**config.mk**
```make
export PLATFORM = sky130hd
export DESIGN_NAME = lpds_ctrl
export DESIGN_NICKNAME = d
export VERILOG_FILES = /design/src/rtl/lpds_pkg.sv /design/src/rtl/lpds_ctrl.sv
export SDC_FILE = /design/constraint.sdc
export NUM_CORES = 1
export LEC_CHECK = 0
export ABC_AREA = 1
export BUFFER_PORTS_ARGS = -buffer_cell sky130_fd_sc_hd__buf_2
export CAP_MARGIN = 30
export CORE_AREA = 4 4 41 43
export DETAILED_ROUTE_END_ITERATION = 10
export DIE_AREA = 0 0 45 47
export GPL_ROUTABILITY_DRIVEN = 0
export RECOVER_POWER = 25
export SETUP_SLACK_MARGIN = 0.4
export SLEW_MARGIN = 20
export SYNTH_ARGS = -nofsm -noshare
export SYNTH_HDL_FRONTEND = slang
export SYNTH_SLANG_ARGS = --single-unit
```
**constraint.sdc**
```tcl
create_clock -name clk -period 1.75 [get_ports clk]
set_clock_uncertainty 0.1 [all_clocks]
set_input_delay 0.35 -clock clk [delete_from_list [all_inputs] [get_ports clk]]
set_output_delay 0.35 -clock clk [all_outputs]
set_load 0.005 [all_outputs]
```
**src/rtl/lpds_pkg.sv**
```systemverilog
// ----------------------------------------------------------------------------
// lpds_pkg
// Shared types and constants of the linear probing digest set: result codes,
// the controller command and datapath status groups, and payload widths.
// ----------------------------------------------------------------------------
package lpds_pkg;

    localparam int KEY_WORD_W = 64;
    localparam int KEY_W      = 4 * KEY_WORD_W;
    localparam int CFG_W      = 4;
    localparam int SLOT_IDX_W = 10;
    localparam int OUT_DATA_W = 16;

    localparam logic [CFG_W-1:0] SIZE_LOG2_RESET = CFG_W'(10);
    localparam logic             REQ_INSERT      = 1'b0;
    localparam logic             REQ_LOOKUP      = 1'b1;

    typedef enum logic [1:0]
    {
        RES_MISS,
        RES_FOUND,
        RES_INSERTED,
        RES_FULL
    } lpds_res_t;

    typedef struct packed
    {
        logic      clear_step;
        logic      start;
        logic      read;
        logic      advance;
        logic      write_key;
        logic      load_result;
        lpds_res_t res;
    } lpds_cmd_t;

    typedef struct packed
    {
        logic clear_last;
        logic slot_empty;
        logic slot_match;
        logic last_probe;
        logic lookup;
    } lpds_status_t;

endpackage

```
**src/rtl/lpds_ctrl.sv**
```systemverilog
// ----------------------------------------------------------------------------
// lpds_ctrl
// Controller of the digest set: clearing pass after reset, probe sequencing,
// outcome decision and the output handshake.
// ----------------------------------------------------------------------------
module lpds_ctrl
(
    input  logic                   clk,
    input  logic                   rst_n,
    input  lpds_pkg::lpds_status_t status,
    output lpds_pkg::lpds_cmd_t    cmd,
    input  logic                   in_valid,
    output logic                   in_ready,
    output logic                   out_valid,
    input  logic                   out_ready
);
    import lpds_pkg::*;

    typedef enum logic [2:0]
    {
        ST_CLEAR,
        ST_IDLE,
        ST_READ,
        ST_CHECK,
        ST_HOLD
    } state_t;

    state_t    state_reg;
    state_t    state_next;
    lpds_res_t res_reg;
    lpds_res_t res_next;
    logic      out_valid_reg;
    logic      out_valid_next;
    logic      out_free;
    logic      decided;
    lpds_res_t outcome;

    assign out_free = !out_valid_reg || out_ready;

    // outcome of the slot just read
    always_comb
    begin
        decided = 1'b1;
        outcome = RES_MISS;
        if (status.lookup)
        begin
            if (status.slot_match)
            begin
                outcome = RES_FOUND;
            end
            else if (status.slot_empty)
            begin
                outcome = RES_MISS;
            end
            else if (status.last_probe)
            begin
                outcome = RES_FULL;
            end
            else
            begin
                decided = 1'b0;
            end
        end
        else
        begin
            if (status.slot_empty)
            begin
                outcome = RES_INSERTED;
            end
            else if (status.last_probe)
            begin
                outcome = RES_FULL;
            end
            else
            begin
                decided = 1'b0;
            end
        end
    end

    always_comb
    begin
        state_next     = state_reg;
        res_next       = res_reg;
        out_valid_next = out_valid_reg && !out_ready;
        cmd            = '0;
        cmd.res        = outcome;
        case (state_reg)
            ST_CLEAR:
            begin
                cmd.clear_step = 1'b1;
                if (status.clear_last)
                begin
                    state_next = ST_IDLE;
                end
            end
            ST_IDLE:
            begin
                if (in_valid)
                begin
                    cmd.start  = 1'b1;
                    state_next = ST_READ;
                end
            end
            ST_READ:
            begin
                cmd.read   = 1'b1;
                state_next = ST_CHECK;
            end
            ST_CHECK:
            begin
                if (!decided)
                begin
                    cmd.advance = 1'b1;
                    state_next  = ST_READ;
                end
                else
                begin
                    cmd.write_key = (outcome == RES_INSERTED);
                    if (out_free)
                    begin
                        cmd.load_result = 1'b1;
                        out_valid_next  = 1'b1;
                        state_next      = ST_IDLE;
                    end
                    else
                    begin
                        res_next   = outcome;
                        state_next = ST_HOLD;
                    end
                end
            end
            ST_HOLD:
            begin
                cmd.res = res_reg;
                if (out_free)
                begin
                    cmd.load_result = 1'b1;
                    out_valid_next  = 1'b1;
                    state_next      = ST_IDLE;
                end
            end
            default:
            begin
                state_next = ST_IDLE;
            end
        endcase
    end

    always_ff @(posedge clk or negedge rst_n)
    begin
        if (!rst_n)
        begin
            state_reg     <= ST_CLEAR;
            res_reg       <= RES_MISS;
            out_valid_reg <= 1'b0;
        end
        else
        begin
            state_reg     <= state_next;
            res_reg       <= res_next;
            out_valid_reg <= out_valid_next;
        end
    end

    assign in_ready  = (state_reg == ST_IDLE);
    assign out_valid = out_valid_reg;

endmodule

```
==> run_results.csv, run 1 <==
group,metric,value,unit
clocking,numCtsBuffers,3,
pwr,p_seq_share,28.1,%
grt,grt_max_degree,8,
sta,fmax,0.6034,GHz
clocking,cts_tree,"built",
pwr,comb_power_share,59.6,%
logic_synthesis,synth_area,416.7,um^2
sta,fin_crit_sh,94.71,%
pwr,switching_share,41.86,%
clocking,h-tree-depth,1,
clocking,clk_pin_slew_worst_paths,0.04,ns
logic_synthesis,synthTopCellsByArea,"dfrtp_1 (36%), nand2_1 (14%), inv_1 (9.9%)",
drt,wirelength,1157,um
drt,final_antenna_net_count,0,
status,status,"finished, final reports clean",
clocking,clockBufferDepth,2,
die,die_x,45,um
sta,report.final.setup_viol,0,
pwr,p_int,0.5783,mW
pwr,p_clk_share,12.3,%
worst_hold_path,hold_class,"input pin to flip-flop",
clocking,clock_sinks,6,
setup_path,required,1.30,ns
cells_and_area,final_area,691.9,um^2
grt,grt_pass1_wl,1690,um
die,fp-row-count,13,
cells_and_area,antennaDiodeCount,0,
logic_synthesis,synth_edf_count,0,
clocking,clk_latency,0.24,ns
setup_path,start_kind,"flip-flop",
pwr,power_density,1437,nW/um^2
logic_synthesis,yosysTopAreaCell,"dfrtp_1",
place,detailed_place_hpwl,775,um
logic_synthesis,ys_types,16,
logic_synthesis,synthMostInstantiatedCell,"nand2_1",
sta,grt_setup_unrepaired,"true",
setup_path,cp_data_arrival_time,1.21,ns
drt,vias_per_cell,4.505,
drt,wire_per_inst,10.42,um
die,start_util,32.02,%
cells_and_area,nNetsFinal,107,
place,dpl_cell_area,528.0,um^2
sta,fin_tns_setup,0,ns
logic_synthesis,synth.top_cell.area_share,36.04,%
setup_path,crit_fanout,6,
die,die_h,47,um
grt,antenna_found_initial,0,
logic_synthesis,syn_nets,74,
sta,tightest_slew,0.3011,ns
cells_and_area,largest_register_ffs,3,
logic_synthesis,seq_area_frac_synth,36.04,%
grt,grt.overflow.total,0,
cells_and_area,area_delta_synth_final,66.07,%
drt,first_pass_iters,4,
grt,grtUsageTotal,11.07,%
setup_path,critPathKind,"flip-flop to output pin",
setup_path,end_kind,"output pin",
setup_path,r2r_cells,9,
logic_synthesis,synth.avg_cell_area,6.410,um^2
pwr,total_power,0.9946,mW
sta,hold_viol_final,0,
setup_path,reg2reg_slack,0.29,ns
sta,slew_headroom,79.93,%
flow_run,drv_cap,0,
worst_hold_path,min_path_cells,4,
drt,drt-initial-drc-count,10,
die,io_pins,19,
pwr,ir_worst_vdd,0.6337,mV
die,fp.coreArea,1301,um^2
logic_synthesis,ys_async_sr_fraction,100.0,%
grt,grt_pass1_vias,454,
die,dieArea,2115,um^2
pwr,p_switching,0.4163,mW
cells_and_area,utilization,53.17,%
sta,min_period,1.657,ns
logic_synthesis,yosys-top-cells-count,"nand2_1 (15), inv_1 (11), nor2_1 (11)",
logic_synthesis,ys_ff_latch,6,
drt,drc,0,
cells_and_area,drive_gt1_share,53.13,%
logic_synthesis,synthCells,65,
drt,route.vias.total,500,
clocking,clockRootBuffer,"clkbuf_4",
place,portBuffers,18,
logic_synthesis,synth_top_flop_cell,"dfrtp_1",
sta,maxSlewViolCount,0,
pwr,p_leak,0.3898,nW
logic_synthesis,yosys_warnings,0,
sta,hold_ws,0.2832,ns
==> per-stage QoR <==
step                setup slack [ns]  std cells
floorplan                     0.4000         65
global placement              0.2065         98
detailed placement            0.1747         98
CTS                           0.1151        108
global route                 0.03049        111
finish                       0.09264        111
==> worst max-delay path: stages (launching register included) <==
cell and delay (ns):
dfrtp_2 0.45, nor2_4 0.16, nand2_4 0.10, nor2_4 0.09, a21oi_2 0.03, buf_2 0.13
==> power groups by stage <==
| stage | clock (mW) | combinational [mW] | sequential [mW] |
|---|---|---|---|
| 4_1_cts | 0.131 | 0.520 | 0.264 |
| 3_5_place_dp | 0 | 0.380 | 0.258 |
| 2_1_floorplan | 0 | 0.256 | 0.252 |
| 3_3_place_gp | 0 | 0.379 | 0.257 |
| 6_report | 0.123 | 0.593 | 0.279 |
| 5_1_grt | 0.133 | 0.665 | 0.288 |
==> routing by layer <==
metal  track usage (%)  part of all wire, %
met3             1.149                  3.2
met2             20.62                   56
met4             7.018                 0.52
met1             11.86                   40
met5                 0                    0
==> cell type report <==
type / instances / area (um^2)
flip-flops and latches: 6 / 153.9
clock buffers: 3 / 22.52
repair buffers: 28 / 173.9
well taps: 15 / 18.77
multi-input cells: 46 / 274.0
fillers: 133 / 609.3
inverters: 13 / 48.80
==> cells by family (layout without fill, tap and decap cells) <==
group	count (synthesis)	in the layout	share of synthesized area [%]
flip-flops	6	6	36.04
buffers and inverters	13	44	11.71
AO/OA/AOI/OAI	7	7	8.405
AND/OR/NAND/NOR	39	39	43.84
==> cells in the final DEF (no fill, tap or decap), drive strengths merged <==
cell type / instances
nand3: 7
nand2: 16
a21oi: 3
nor2: 12
clkbuf: 4
dfrtp: 6
o21ai: 4
nor3: 3
dlygate4sd3: 1
nand3b: 1
buf: 26
inv: 13
==> repair_timing <==
action                     in CTS  in global routing
pin swaps                       4                  8
setup buffers                   6                  3
hold endpoints to repair        6                  0
gates resized for setup        10                 13
hold buffers                    1                  0
setup endpoints to repair       9                 12
==> final timing paths <==
path                         startpoint           end
setup / recovery           state_reg[1]        cmd[0]
hold / removal                 in_valid  state_reg[0]
setup reg to reg           state_reg[1]  state_reg[0]
hold reg to reg              res_reg[1]    res_reg[1]
max in group asynchronous         rst_n  state_reg[0]
min in group asynchronous         rst_n  state_reg[2]
(Power assumes the default switching activity.)
==> run 2: changes to the inputs <==
- ABC_AREA: 1 -> unset
- BUFFER_PORTS_ARGS: -buffer_cell sky130_fd_sc_hd__buf_2 -> unset
- DONT_BUFFER_PORTS: unset -> 1
==> run_results.csv, run 2 <==
group,metric,value,unit
status,status,"finished, final reports clean",
grt,grtUsageMet3,6.130,%
drt,final_antenna_net_count,0,
clocking,clockRootBuffer,"clkbuf_4",
cells_and_area,final_common_cell,"buf_4",
logic_synthesis,synth_area,415.4,um^2
cells_and_area,multiInputGateArea,321.6,um^2
place,detailed_place_hpwl,670.2,um
logic_synthesis,yosys_warnings,0,
logic_synthesis,synthTopCellsByArea,"dfrtp_1 (36%), mux2_1 (5.4%), mux2_2 (5.4%)",
logic_synthesis,synth_top_flop_cell,"dfrtp_1",
setup_path,cp_data_arrival_time,1.30,ns
sta,maxSlewViolCount,0,
cells_and_area,nFillCells,131,
grt,grt_pass1_vias,312,
cells_and_area,antennaDiodeCount,0,
logic_synthesis,ys_ff_latch,6,
die,dieArea,2115,um^2
die,fp-row-count,13,
cells_and_area,seqCellArea,153.9,um^2
grt,grt_busiest_layer,"met2",
die,start_util,31.92,%
grt,grt.overflow.total,0,
grt,grt_use_met2,15.25,%
grt,grt_pass1_wl,1359,um
logic_synthesis,synth_edf_count,0,
pwr,ir_worst_vdd,0.7900,mV
logic_synthesis,synth.top_cell.area_share,36.14,%
cells_and_area,layout.cells.most_common_list,"buf_4 (8), mux2_4 (4)",
die,die_x,45,um
die,io_pins,19,
setup_path,slowest_stage,"dfrtp_2",
flow_run,drv_cap,0,
cells_and_area,largest_register_ffs,3,
sta,tightest_slew,0.2695,ns
cells_and_area,area_delta_synth_final,54.82,%
logic_synthesis,synthCells,43,
drt,first_pass_iters,4,
die,die_h,47,um
drt,wirelength,1102,um
logic_synthesis,ys_async_sr_fraction,100.0,%
logic_synthesis,yosysTopAreaCell,"dfrtp_1",
setup_path,start_kind,"flip-flop",
logic_synthesis,yosys-top-cells-count,"dfrtp_1 (6), nor2_1 (4)",
setup_path,critPathMaxStageDelay,0.42,ns
sta,min_period,1.749,ns
sta,fin_tns_setup,0,ns
clocking,numCtsBuffers,3,
logic_synthesis,seq_area_frac_synth,36.14,%
pwr,power_density,1554,nW/um^2
logic_synthesis,synthMostInstantiatedCell,"dfrtp_1",
clocking,clockBufferDepth,2,
sta,setup_ws,0.0005269,ns
place,dpl_cell_area,457.9,um^2
clocking,clk_pin_slew_worst_paths,0.05,ns
logic_synthesis,ys_types,22,
sta,grt_setup_unrepaired,"true",
pwr,p_leak,0.2845,nW
clocking,h-tree-depth,1,
grt,grtUsageTotal,9.387,%
pwr,total_power,0.9993,mW
worst_hold_path,hold_class,"input pin to flip-flop",
drt,route.vias.total,368,
logic_synthesis,synth.avg_cell_area,9.660,um^2
drt,drt-initial-drc-count,5,
logic_synthesis,syn_nets,52,
drt,drc,0,
setup_path,required,1.30,ns
clocking,cts_tree,"built",
cells_and_area,drive_gt1_share,62.50,%
sta,slew_headroom,81.84,%
die,fp.coreArea,1301,um^2
cells_and_area,final_area,643.1,um^2
grt,grt_max_degree,10,
setup_path,crit_fanout,3,
place,place_worst_setup_slack,0.1890,ns
cells_and_area,nNetsFinal,67,
drt,vias_per_cell,5.183,
setup_path,end_kind,"output pin",
place,portBuffers,0,
drt,wire_per_inst,15.52,um
sta,report.final.setup_viol,0,
clocking,clock_sinks,6,
sta,hold_ws,0.2467,ns
sta,hold_viol_final,0,
grt,antenna_found_initial,0,
sta,fin_crit_sh,99.97,%
grt,use_met1,10.44,%
sta,fmax,0.5716,GHz
setup_path,crit_chain,"nor3b_4 > mux2_4",
setup_path,critPathKind,"flip-flop to output pin",
clocking,clk_latency,0.25,ns
==> run 2: changes by cell type in the layout (fill, tap and decap cells not counted), moves of 4 or more <==
cell | previous run | this run
nand2_1 | 12 | 2
nand3_1 | 4 | 0
inv_1 | 10 | 2
nor2_1 | 8 | 2
mux2_4 | 0 | 4
buf_2 | 17 | 0
==> run 2: kinds of logic after synthesis <==
| family | after synthesis | synth area share (%) |
|---|---|---|
| mux | 4 | 10.84 |
| buf+inv | 5 | 5.421 |
| compound gates | 11 | 16.87 |
| flops | 6 | 36.14 |
| simple gates | 17 | 30.72 |
==> run 2: per-layer routing <==
layer / vias up / part of all wire (%)
met2: 15 / 52
met5: - / 0
met4: 0 / 0.27
li1: 179 / -
met1: 172 / 38
met3: 2 / 9.7
==> run 2: repair_timing <==
item | 4_1_cts | 5_1_grt
setup endpoints to repair | 11 | 12
hold buffers | 1 | 0
gates resized for setup | 10 | 11
pin swaps | 2 | 4
setup buffers | 1 | 9
hold endpoints to repair | 6 | 0
==> run 2: final timing paths <==
| path | slack (ns) | startpoint | cells after the start | end |
|---|---|---|---|---|
| min in group asynchronous | 0.31 | rst_n | 1 | out_valid |
| worst max-delay path | 0.0005 | state_reg[1] | 2 | cmd[0] |
| worst max register to register | 0.22 | state_reg[2] | 4 | res_reg[0] |
| worst min-delay path | 0.25 | out_ready | 2 | state_reg[0] |
| max in group asynchronous | 1.01 | rst_n | 1 | state_reg[0] |
| worst min register to register | 0.42 | res_reg[1] | 1 | res_reg[1] |
==> run 2: per-stage QoR <==
step	utilization (%)	instances
after global routing	49.42	71
after global placement	35.19	57
final	49.42	71
after CTS	40.77	62
after detailed placement	35.19	57
after floorplan	-	43
==> run 2: area by class of cell <==
class	instances	area share, %
clock buffer	3	3.502
sequential	6	23.93
multi-input combinational	32	50.00
tap	15	2.918
inverter	2	1.167
timing repair buffer	13	18.48
==> run 2: power breakdown <==
group          total [mW]  switching [mW]  internal, mW
sequential          0.270          0.0641         0.206
combinational       0.601           0.261         0.339
clock               0.128          0.0507        0.0776
total               0.999           0.376         0.623
==> run 2: critical path: cells and delay by family (launching register included) <==
kind / cells / cell delay (ns)
flip-flops: 1 / 0.42
multiplexers: 1 / 0.34
AND/OR/NAND/NOR: 1 / 0.29
